## src/egp_pkg.sv

```systemverilog
package egp_pkg;

   // text byte codes
   localparam logic [7:0] CH_DOLLAR  = 8'h24;
   localparam logic [7:0] CH_NEWLINE = 8'h0A;
   localparam logic [7:0] CH_SPACE   = 8'h20;
   localparam logic [7:0] CH_TAB     = 8'h09;

   localparam logic [23:0] COLOR_WHITE = 24'hFFFFFF;
   localparam logic [7:0]  LINE_HEIGHT_RESET = 8'd8;

   // tab stop spacing in pixels, a power of two
   localparam int TAB_STOP  = 32;
   localparam int TAB_SHIFT = $clog2(TAB_STOP);

   // register indexes on the csr port
   localparam logic CSR_LINE_HEIGHT = 1'b0;

   // escape phase codes
   localparam logic [2:0] PH_IDLE    = 3'd0;
   localparam logic [2:0] PH_DOLLAR  = 3'd1;
   localparam logic [2:0] PH_DIGITS1 = 3'd2;
   localparam logic [2:0] PH_DIGITS5 = 3'd6;

   typedef struct packed {
      logic              mode;
      logic [7:0]        char_byte;
      logic [7:0]        glyph_width;
      logic signed [15:0] origin_x;
      logic signed [15:0] origin_y;
   } item_type;

   typedef struct packed {
      logic [7:0]         glyph_code;
      logic signed [15:0] pen_x;
      logic signed [15:0] pen_y;
      logic [23:0]        color_rgb;
   } result_type;

   function automatic logic [3:0] hex_value(input logic [7:0] c);
      logic [3:0] v;
      v = 4'd0;
      if (c >= 8'h30 && c <= 8'h39) begin
         v = 4'(c - 8'h30);
      end else if (c >= 8'h41 && c <= 8'h46) begin
         v = 4'(c - 8'h37);
      end else if (c >= 8'h61 && c <= 8'h66) begin
         v = 4'(c - 8'h57);
      end
      return v;
   endfunction

endpackage

```

## src/egp_csr.sv

```systemverilog
module egp_csr (
   input  logic        clock,
   input  logic        reset,
   input  logic        csr_psel,
   input  logic        csr_penable,
   input  logic        csr_pwrite,
   input  logic [2:0]  csr_paddr,
   input  logic [31:0] csr_pwdata,
   output logic [31:0] csr_prdata,
   output logic        csr_pready,
   output logic [7:0]  line_height
);
   import egp_pkg::*;

   logic [7:0] line_height_ff;
   logic [7:0] line_height_in;
   logic       wr_en;

   assign csr_pready = 1'b1;
   assign wr_en = csr_psel && csr_penable && csr_pwrite && csr_pready;

   always_comb begin
      line_height_in = line_height_ff;
      if (wr_en && csr_paddr[2] == CSR_LINE_HEIGHT) begin
         line_height_in = csr_pwdata[7:0];
      end
   end

   always_ff @(posedge clock) begin
      if (reset) begin
         line_height_ff <= LINE_HEIGHT_RESET;
      end else begin
         line_height_ff <= line_height_in;
      end
   end

   always_comb begin
      csr_prdata = 32'd0;
      if (csr_paddr[2] == CSR_LINE_HEIGHT) begin
         csr_prdata = {24'd0, line_height_ff};
      end
   end

   assign line_height = line_height_ff;

endmodule

```

## src/egp_engine.sv

```systemverilog
module egp_engine #(
   parameter int COORD_BITS = 16
) (
   input  logic                clock,
   input  logic                reset,
   input  logic                fire,
   input  egp_pkg::item_type   item,
   input  logic [7:0]          line_height,
   output logic                has_result,
   output egp_pkg::result_type result
);
   import egp_pkg::*;

   logic [2:0]            phase_ff, phase_in, phase_cur;
   logic [23:0]           build_ff, build_in;
   logic [23:0]           color_ff, color_in;
   logic [COORD_BITS-1:0] pen_x_ff, pen_x_in;
   logic [COORD_BITS-1:0] pen_y_ff, pen_y_in;
   logic [COORD_BITS-1:0] start_x_ff, start_x_in;

   logic signed [31:0]    org_x_ext, org_y_ext;
   logic [31:0]           width_ext, height_ext;
   logic [31:0]           pen_x_zext, pen_y_zext;
   logic signed [32:0]    tab_sum, tab_round;
   logic [3:0]            digit;

   // operand extensions to 32 bits
   assign org_x_ext  = 32'(item.origin_x);
   assign org_y_ext  = 32'(item.origin_y);
   assign width_ext  = 32'(item.glyph_width);
   assign height_ext = 32'(line_height);
   assign pen_x_zext = 32'(pen_x_ff);
   assign pen_y_zext = 32'(pen_y_ff);
   assign digit      = hex_value(item.char_byte);

   // next tab stop, quotient truncated toward zero
   always_comb begin
      tab_sum   = 33'(signed'(pen_x_ff)) + 33'(TAB_STOP);
      tab_round = {tab_sum[32:TAB_SHIFT], {TAB_SHIFT{1'b0}}};
      if (tab_sum[32] && (|tab_sum[TAB_SHIFT-1:0])) begin
         tab_round = tab_round + 33'(TAB_STOP);
      end
   end

   always_comb begin
      phase_in   = phase_ff;
      build_in   = build_ff;
      color_in   = color_ff;
      pen_x_in   = pen_x_ff;
      pen_y_in   = pen_y_ff;
      start_x_in = start_x_ff;
      has_result = 1'b0;
      result.glyph_code = item.char_byte;
      result.pen_x      = pen_x_zext[15:0];
      result.pen_y      = pen_y_zext[15:0];
      result.color_rgb  = color_ff;
      phase_cur = (phase_ff > PH_DIGITS5) ? PH_IDLE : phase_ff;

      if (!item.mode) begin
         pen_x_in   = org_x_ext[COORD_BITS-1:0];
         pen_y_in   = org_y_ext[COORD_BITS-1:0];
         start_x_in = org_x_ext[COORD_BITS-1:0];
         color_in   = COLOR_WHITE;
         phase_in   = PH_IDLE;
         build_in   = 24'd0;
      end else begin
         priority if (phase_cur == PH_DOLLAR && item.char_byte != CH_DOLLAR) begin
            build_in = {20'd0, digit};
            phase_in = PH_DIGITS1;
         end else if (phase_cur >= PH_DIGITS1) begin
            build_in = {build_ff[19:0], digit};
            if (phase_cur == PH_DIGITS5) begin
               color_in = build_in;
               phase_in = PH_IDLE;
            end else begin
               phase_in = phase_cur + 3'd1;
            end
         end else if (phase_cur == PH_IDLE && item.char_byte == CH_DOLLAR) begin
            phase_in = PH_DOLLAR;
         end else begin
            phase_in = PH_IDLE;
            unique case (item.char_byte)
               CH_NEWLINE: begin
                  pen_x_in = start_x_ff;
                  pen_y_in = pen_y_ff + height_ext[COORD_BITS-1:0];
               end
               CH_SPACE: begin
                  pen_x_in = pen_x_ff + width_ext[COORD_BITS-1:0];
               end
               CH_TAB: begin
                  pen_x_in = tab_round[COORD_BITS-1:0];
               end
               default: begin
                  has_result = 1'b1;
                  pen_x_in   = pen_x_ff + width_ext[COORD_BITS-1:0];
               end
            endcase
         end
      end
   end

   always_ff @(posedge clock) begin
      if (reset) begin
         phase_ff   <= PH_IDLE;
         build_ff   <= 24'd0;
         color_ff   <= COLOR_WHITE;
         pen_x_ff   <= '0;
         pen_y_ff   <= '0;
         start_x_ff <= '0;
      end else if (fire) begin
         phase_ff   <= phase_in;
         build_ff   <= build_in;
         color_ff   <= color_in;
         pen_x_ff   <= pen_x_in;
         pen_y_ff   <= pen_y_in;
         start_x_ff <= start_x_in;
      end
   end

endmodule

```

## src/escaped_text_glyph_placer.sv

```systemverilog
// an accepted req transaction passes the input register and then the result register to become its rsp transaction
// throughput: one req transaction per cycle while a held result is not stalled by rsp_ready
// bytes that only move the pen or build a color, and mode 0 origin transactions, give no rsp transaction
// reset (synchronous, active high): pen and line origin at 0, color white,
// no escape pending, line_height 8, both pipeline registers empty
module escaped_text_glyph_placer #(
   parameter int COORD_BITS = 16
) (
   input  logic               clock,
   input  logic               reset,

   input  logic               req_valid,
   output logic               req_ready,
   input  logic               req_mode,
   input  logic [7:0]         req_char_byte,
   input  logic [7:0]         req_glyph_width,
   input  logic signed [15:0] req_origin_x,
   input  logic signed [15:0] req_origin_y,

   output logic               rsp_valid,
   input  logic               rsp_ready,
   output logic [7:0]         rsp_glyph_code,
   output logic signed [15:0] rsp_pen_x,
   output logic signed [15:0] rsp_pen_y,
   output logic [23:0]        rsp_color_rgb,

   input  logic               csr_psel,
   input  logic               csr_penable,
   input  logic               csr_pwrite,
   input  logic [2:0]         csr_paddr,
   input  logic [31:0]        csr_pwdata,
   output logic [31:0]        csr_prdata,
   output logic               csr_pready
);
   import egp_pkg::*;

   // input register stage
   logic       in_valid_ff, in_valid_in;
   item_type   in_item_ff;

   // result register stage
   logic       out_valid_ff, out_valid_in;
   result_type out_res_ff;

   logic       fire;
   logic       has_result;
   result_type step_res;
   logic [7:0] line_height;

   egp_csr u_csr (
      .clock       (clock),
      .reset       (reset),
      .csr_psel    (csr_psel),
      .csr_penable (csr_penable),
      .csr_pwrite  (csr_pwrite),
      .csr_paddr   (csr_paddr),
      .csr_pwdata  (csr_pwdata),
      .csr_prdata  (csr_prdata),
      .csr_pready  (csr_pready),
      .line_height (line_height)
   );

   // the held transaction steps the pen state whenever the result register
   // is empty or being drained this cycle
   assign fire = in_valid_ff && (!out_valid_ff || rsp_ready);

   // the input register frees up in the same cycle it is consumed
   assign req_ready = !in_valid_ff || fire;

   egp_engine #(
      .COORD_BITS (COORD_BITS)
   ) u_engine (
      .clock       (clock),
      .reset       (reset),
      .fire        (fire),
      .item        (in_item_ff),
      .line_height (line_height),
      .has_result  (has_result),
      .result      (step_res)
   );

   always_comb begin
      in_valid_in = in_valid_ff;
      if (req_ready) begin
         in_valid_in = req_valid;
      end
   end

   always_comb begin
      out_valid_in = out_valid_ff;
      if (fire) begin
         out_valid_in = has_result;
      end else if (rsp_ready) begin
         out_valid_in = 1'b0;
      end
   end

   always_ff @(posedge clock) begin
      if (reset) begin
         in_valid_ff  <= 1'b0;
         out_valid_ff <= 1'b0;
      end else begin
         in_valid_ff  <= in_valid_in;
         out_valid_ff <= out_valid_in;
      end
   end

   // payload registers, no reset needed
   always_ff @(posedge clock) begin
      if (req_ready && req_valid) begin
         in_item_ff.mode        <= req_mode;
         in_item_ff.char_byte   <= req_char_byte;
         in_item_ff.glyph_width <= req_glyph_width;
         in_item_ff.origin_x    <= req_origin_x;
         in_item_ff.origin_y    <= req_origin_y;
      end
      if (fire && has_result) begin
         out_res_ff <= step_res;
      end
   end

   assign rsp_valid      = out_valid_ff;
   assign rsp_glyph_code = out_res_ff.glyph_code;
   assign rsp_pen_x      = out_res_ff.pen_x;
   assign rsp_pen_y      = out_res_ff.pen_y;
   assign rsp_color_rgb  = out_res_ff.color_rgb;

endmodule
```

## config.mk

```make
export PLATFORM = sky130hd
export DESIGN_NAME = escaped_text_glyph_placer
export DESIGN_NICKNAME = d
export VERILOG_FILES = /design/src/egp_pkg.sv /design/src/egp_csr.sv /design/src/egp_engine.sv /design/src/escaped_text_glyph_placer.sv
export SDC_FILE = /design/constraint.sdc
export NUM_CORES = 1
export LEC_CHECK = 0
export ABC_AREA = 1
export BUFFER_PORTS_ARGS = -buffer_cell sky130_fd_sc_hd__buf_2
export CORE_ASPECT_RATIO = 1.75
export CORE_MARGIN = 5
export CORE_UTILIZATION = 50
export DETAILED_ROUTE_END_ITERATION = 6
export GPL_TIMING_DRIVEN = 1
export PLACE_DENSITY_LB_ADDON = 0.15
export SETUP_SLACK_MARGIN = 0.1
export SLEW_MARGIN = 20
export SYNTH_ARGS = -nofsm -noshare
export SYNTH_HDL_FRONTEND = slang
export SYNTH_SLANG_ARGS = --single-unit
```

## constraint.sdc

```tcl
create_clock -name clock -period 3 [get_ports clock]
set_input_delay 0.45 -clock clock [delete_from_list [all_inputs] [get_ports clock]]
set_output_delay 0.45 -clock clock [all_outputs]
set_load 0.05 [all_outputs]
```

Word level (Yosys, flattened, before mapping). Cells that the tools add are included.

Register bits: 218. Input bits: 91. Output and inout port bits: 99. Word-level logic and storage cells: 110.

Add/sub/neg operators: 8. Magnitude comparators: 8. Equal/unequal tests: 14. Muxes and demuxes: 35. Bitwise gates (word level): 2. Reduce and logical (&&, ||, !) cells: 25.

Operators with widths (count): 16-bit 2-to-1 mux (10); 24-bit 2-to-1 mux (4); 20-bit 2-to-1 mux (3); 16-bit by 8-bit adder with 16-bit output (2); 16-bit one-hot mux with 2 select lines (1); 16-bit by 7-bit adder with 17-bit output, second input constant (1); 16-bit by 7-bit adder with 16-bit output, second input constant (1); 8-bit by 4-bit == test with 1-bit output, second input constant (2); 8-bit by 6-bit == test with 1-bit output, second input constant (2); 8-bit by 7-bit >= comparator with 1-bit output, second input constant (2); 8-bit by 7-bit <= comparator with 1-bit output, second input constant (2); 3-bit 2-to-1 mux (5); 1-bit logical AND (12); 4-bit 2-to-1 mux (3); 8-bit by 6-bit >= comparator with 1-bit output, second input constant (1); 8-bit by 6-bit <= comparator with 1-bit output, second input constant (1); 1-bit 2-to-1 mux (8); 8-bit 2-to-1 mux (1); 8-bit by 6-bit inequality test with 1-bit output, second input constant (1); 4-bit AND reduction (2); 4-bit by 3-bit subtractor with 4-bit output, second input constant (2); 2-bit by 1-bit inequality test with 1-bit output, second input constant (3); 2-bit inequality test, second input constant (3); 5-bit AND reduction (1); 15 further kinds (19).

Logic depth before layout (Yosys ltp).
Depth after elaboration: 9. Mapped depth: 16. Depth with buffers taken out: 16.

By module. A second synthesis with hierarchy kept.

Cells, all modules: 1064. Area total of the unflattened synthesis: 9909.5 um^2.

By module, submodules not included: egp_engine (instances 1, cells each 835, area each 5751.8 um^2, sequential area each 1901.8 um^2); escaped_text_glyph_placer (instances 1, cells each 131, area each 3498.4 um^2, sequential area each 3433.3 um^2); egp_csr (instances 1, cells each 98, area each 659.4 um^2, sequential area each 160.2 um^2).

Least setup slack after synthesis. Ideal clock, no wire load.

Kind: reg2reg. Start point: register in_item_ff[40] in the netlist's numbering. End point: register out_res_ff, in the netlist rsp_color_rgb[0] (enable). Library setup time: 0.418 ns. Arrival time: 2.806 ns. Data required time: 2.582 ns. Slack: -0.224 ns. Cell stages (with the launch flop): 11. Buffers on the path: 0. Clock period less this slack: 3.224 ns. Cells stage by stage: edfxtp_1 -> inv_1 -> ha_1 -> nand2_1 -> nor3_2 -> inv_1 -> nand3_2 -> nand2_1 -> nor2_4 -> nand4_1 -> inv_1.

Word-level cells in the longest chain between the ends: 8. Elaborated cells on any way between the ends: 14. Classes of those cells: 5 x eq/ne; 5 x mux; 4 x reduce/logical.

RTL lines: from (decl) (line escaped_text_glyph_placer.sv:39) `item_type in_item_ff;`; 8-bit by 4-bit == test with 1-bit output or 8-bit by 6-bit == test with 1-bit output (tied branches) (line egp_engine.sv:82) `unique case (item.char_byte)`; 3-bit OR reduction (no source line); 1-bit 2-to-1 mux (line egp_engine.sv:82); 1-bit 2-to-1 mux (line egp_engine.sv:78) `end else if (phase_cur == PH_IDLE && item.char_byte == CH_DOLLAR) begin`; 1-bit 2-to-1 mux (line egp_engine.sv:70) `end else if (phase_cur >= PH_DIGITS1) begin`; 1-bit 2-to-1 mux (*) (line egp_engine.sv:67) `priority if (phase_cur == PH_DOLLAR && item.char_byte != CH_DOLLAR) begin`; 1-bit 2-to-1 mux (*) (line egp_engine.sv:59) `if (!item.mode) begin`; 1-bit logical AND (*) (line escaped_text_glyph_placer.sv:117) `if (fire && has_result) begin`; to (signal assigned) (line escaped_text_glyph_placer.sv:118) `out_res_ff <= step_res;`; to (decl) (line escaped_text_glyph_placer.sv:43) `result_type out_res_ff;`.

Mark *: on every way between the ends. The rest lies on a longest branch, timed or not. A chain may end at the register's enable or synchronous reset.

Worst setup path in the final report.
Start point: register in_item_ff[40] in the netlist's numbering. End point: register out_res_ff, in the netlist rsp_pen_x[4] (enable).

Same word-level chain as after synthesis.

==> results by group <==
Outcome
  – Status: complete, no violations

Yosys
  – Main synth FF type: edfxtp_1
  – Count of cell types in the netlist: 49
  – Synth Instances: 1068
  – Synth Area in XOR/XNOR: 0.0126
  – Register area share after synthesis: 0.561
  – Synth Area in Adders: 0.0335
  – Synthesis Warnings: 0
  – Simple-gate share of the synthesized area: 0.199
  – Synth Area in Compound Gates: 0.117
  – Mapped cell area: 9790 sq um
  – Largest family of logic cells by synthesized area: simple AND/OR/NAND/NOR gates
  – Yosys reg bits: 218
  – Mux cell area share after synthesis: 0.00102
  – Asr flop ratio synth: 0
  – Post-synth EDFFs: 113
  – Syn avg cell area: 9.17 sq um

Finish
  – Post-route cell area: 11400 sq um
  – Layout cells sized above 1: 0.194
  – Finished Layout Cells: 1464
  – Layout area overhead: 16.2%
  – Antenna cells: 0
  – Post-Route Utilization: 0.593
  – Nets@finish: 1324

Setup path
  – CP Capture Type: flop
  – R2r setup slk: 0.33 ns
  – WP data required: 3.17 ns
  – Worst Path Arrival: 2.84 ns
  – Kind of critical path: flop to flop
  – Worst setup SP type: flop
  – Crit-path max FO: 21

Global route
  – Initial antenna violation count: 0
  – Vias in the first global route: 7599
  – First-pass GRT wire length: 37300 um
  – Gr ovfl total: 0
  – Largest net degree at the start of global routing: 44
  – Total track usage: 0.205

Drt
  – Antenna-violating nets left: 0
  – Wire length per cell: 16.0 um
  – DRC Markers: 0
  – Routed via count: 7707
  – DR vias/cell: 5.26
  – DRT Pass-1 Iters: 5
  – WL final: 23400 um
  – Initial drt markers: 492

Power and ir drop
  – PwrDens: 595 nW/um^2
  – Psw: 1.77 mW
  – Switching Share: 0.261
  – Combinational Power Share: 0.106
  – Clock share of power: 0.402
  – Leakage Power: 4.65 nW
  – Peak VDD IR: 0.496 mV
  – Internal power: 5.01 mW
  – Sequential share of power: 0.492

Die
  – Total die area: 22600 sq um
  – DIE HEIGHT: 195 um
  – Top-level I/O count: 190
  – Starting Density: 0.510
  – Site Rows: 67
  – Core ar.: 19200 sq um
  – Horiz. Die Dim: 116 um

Clock tree
  – Post-CTS sizing: 0
  – CTS Sinks: 218
  – Clock Latency Late Sink: 0.51 ns
  – Setup Buffers After CTS: 0
  – Worst-path clk slew: 0.07 ns
  – Root Driver: clkbuf_16
  – Htree depth: 1
  – Hold_buf cts: 0
  – Inserted Clock Buffers: 21
  – Clock Path Buffers: 3
  – CTS tree: yes

Flow run
  – Maxcap violations: 0

STA
  – Slew Limit Fails: 0
  – Hold WS: 0.107 ns
  – Worst-margin pin slew: 0.895 ns
  – Sum Neg Setup Slack: 0 ns
  – Fin crit share: 0.889
  – Peak Freq: 375 MHz
  – Fin Clk Skew: 0.0212 ns
  – Final Setup Violations: 0
  – Slew HR: 0.404
  – Final Hold Fails: 0
  – RSZ-0062 raised after global routing: no
  – Tmin final: 2.67 ns

Place
  – Post-DP Area: 10700 sq um
  – Cell count after placement: 1426
  – PortBufs: 138
  – Gp weighted congestion: 0.899
  – Detailed Place HPWL: 16800 um

Worst hold path
  – Worst Hold Class: input port to flop
==> path summary, 6_finish.rpt <==
check / from / to / depth (start not counted)
max: in_item_ff[40] / rsp_pen_x[4] / 11
max reg2reg: in_item_ff[40] / rsp_pen_x[4] / 11
min reg2reg: u_engine.color_ff[2] / rsp_color_rgb[2] / 0
min: req_origin_x[8] / in_item_ff[24] / 1
==> power by group through the flow <==
stage | clock network (mW) | logic (mW) | registers [mW]
5_1_grt | 2.92 | 0.798 | 3.35
3_5_place_dp | 0 | 0.719 | 3.40
3_3_place_gp | 0 | 0.711 | 3.40
4_1_cts | 2.78 | 0.722 | 3.34
2_1_floorplan | 0 | 0.501 | 3.44
6_report | 2.72 | 0.718 | 3.34
==> registers in the layout, indices dropped and copies added, names as in the netlist, 3 cells and up <==
name	cells
u_csr.line_height	8
rsp_pen_x	16
u_engine.build_ff	20
u_engine.phase_ff	3
u_engine.color_ff	24
rsp_pen_y	16
rsp_color_rgb	24
rsp_glyph_code	8
u_engine.pen_y_ff	16
u_engine.start_x_ff	16
in_item_ff	49
u_engine.pen_x_ff	16
==> metrics by stage <==
step	worst slack [ns]	power (mW)
after floorplan	0.161	3.94
after global placement	0.335	4.11
after detailed placement	0.297	4.12
after CTS	0.276	6.84
after global routing	0.149	7.06
final	0.332	6.78
==> placed cells by master (no fill, tap or decap), types with 2 or more instances in the layout <==
cell          n
o21ai_2       2
fa_1          2
clkinv_1      4
clkinv_4      2
nand4_1       9
nor3_1        5
nand2_2       4
clkinv_2      3
clkinvlp_4    3
inv_4         2
xnor2_1       2
o21ai_1       2
o22ai_1      25
a21oi_1      97
nand2_1     217
o21bai_1      2
inv_6         3
buf_2       138
nor2_4        4
nand3_2       5
buf_4        20
dfxtp_1     105
bufinv_16     2
and3_1        2
o21ai_0      64
inv_2         7
nand3b_1      3
conb_1       25
ha_1         23
nor2_2        7
edfxtp_1    113
nand3_1      85
inv_1        83
or2_2         3
clkbuf_16    22
a21oi_2       2
xor2_1        9
o211ai_1     10
nor2_1       90
==> cell families (layout without fill, tap and decap cells) <==
family,Yosys count,count (layout)
adders and majority gates,25,25
buffers and inverters,159,291
xor gates and xnor gates,12,12
AOI/OAI and AO/OA,210,210
DFF,218,218
and+or+nand+nor,441,441
other,2,25
muxes,1,1
==> synthesized netlist by cell type, types with 2 or more instances <==
| library cell | instances | area (sq um) |
|---|---|---|
| nand3_1 | 85 | 425 |
| or2_2 | 3 | 18.8 |
| dfxtp_1 | 105 | 2100 |
| buf_6 | 2 | 22.5 |
| a21oi_2 | 2 | 17.5 |
| o21ai_1 | 2 | 10.0 |
| nor2_2 | 7 | 43.8 |
| o21bai_1 | 2 | 15.0 |
| ha_1 | 23 | 288 |
| conb_1 | 2 | 7.51 |
| fa_1 | 2 | 40.0 |
| buf_2 | 10 | 50.1 |
| clkinv_1 | 3 | 11.3 |
| nand3b_1 | 3 | 22.5 |
| buf_4 | 28 | 210 |
| o22ai_1 | 25 | 156 |
| nand2_2 | 4 | 25.0 |
| o211ai_1 | 10 | 75.1 |
| o21ai_0 | 64 | 320 |
| xor2_1 | 9 | 78.8 |
| clkbuf_1 | 25 | 93.8 |
| inv_2 | 6 | 22.5 |
| a21oi_1 | 97 | 485 |
| inv_1 | 85 | 319 |
| and3_1 | 2 | 12.5 |
| nand2_1 | 217 | 815 |
| nor2_1 | 90 | 338 |
| nor3_1 | 5 | 25.0 |
| xnor2_1 | 2 | 17.5 |
| nand3_2 | 5 | 50.1 |
| nor2_4 | 4 | 45.0 |
| nand4_1 | 9 | 56.3 |
| o21ai_2 | 2 | 17.5 |
| edfxtp_1 | 113 | 3390 |
==> cell type report <==
class                           count  area (sq um)
Inverter                           94           357
Timing Repair Buffer              159           861
Clock buffer                       23           564
Multi-Input combinational cell    714          3650
Tap cell                          241           302
Fill cell                        1763          7810
Sequential cell                   218          5500
Clock inverter                     15           150
==> layer usage <==
layer  vias up  track usage  share of wire
met5         -            0              0
met4         0       0.0731          0.034
met3        60       0.0273          0.055
met2       222        0.391           0.54
met1      3559        0.226           0.37
li1       3866            -              -
==> critical path: stages, from the launching register on <==
cell	delay, ns
edfxtp_1	0.48
inv_1	0.15
ha_1	0.17
nand2_1	0.07
nor3_2	0.33
inv_1	0.10
nand3_2	0.12
nand2_1	0.11
nor2_4	0.10
nand4_1	0.20
clkinvlp_4	0.17
buf_4	0.32
(Power assumes the default switching activity.)
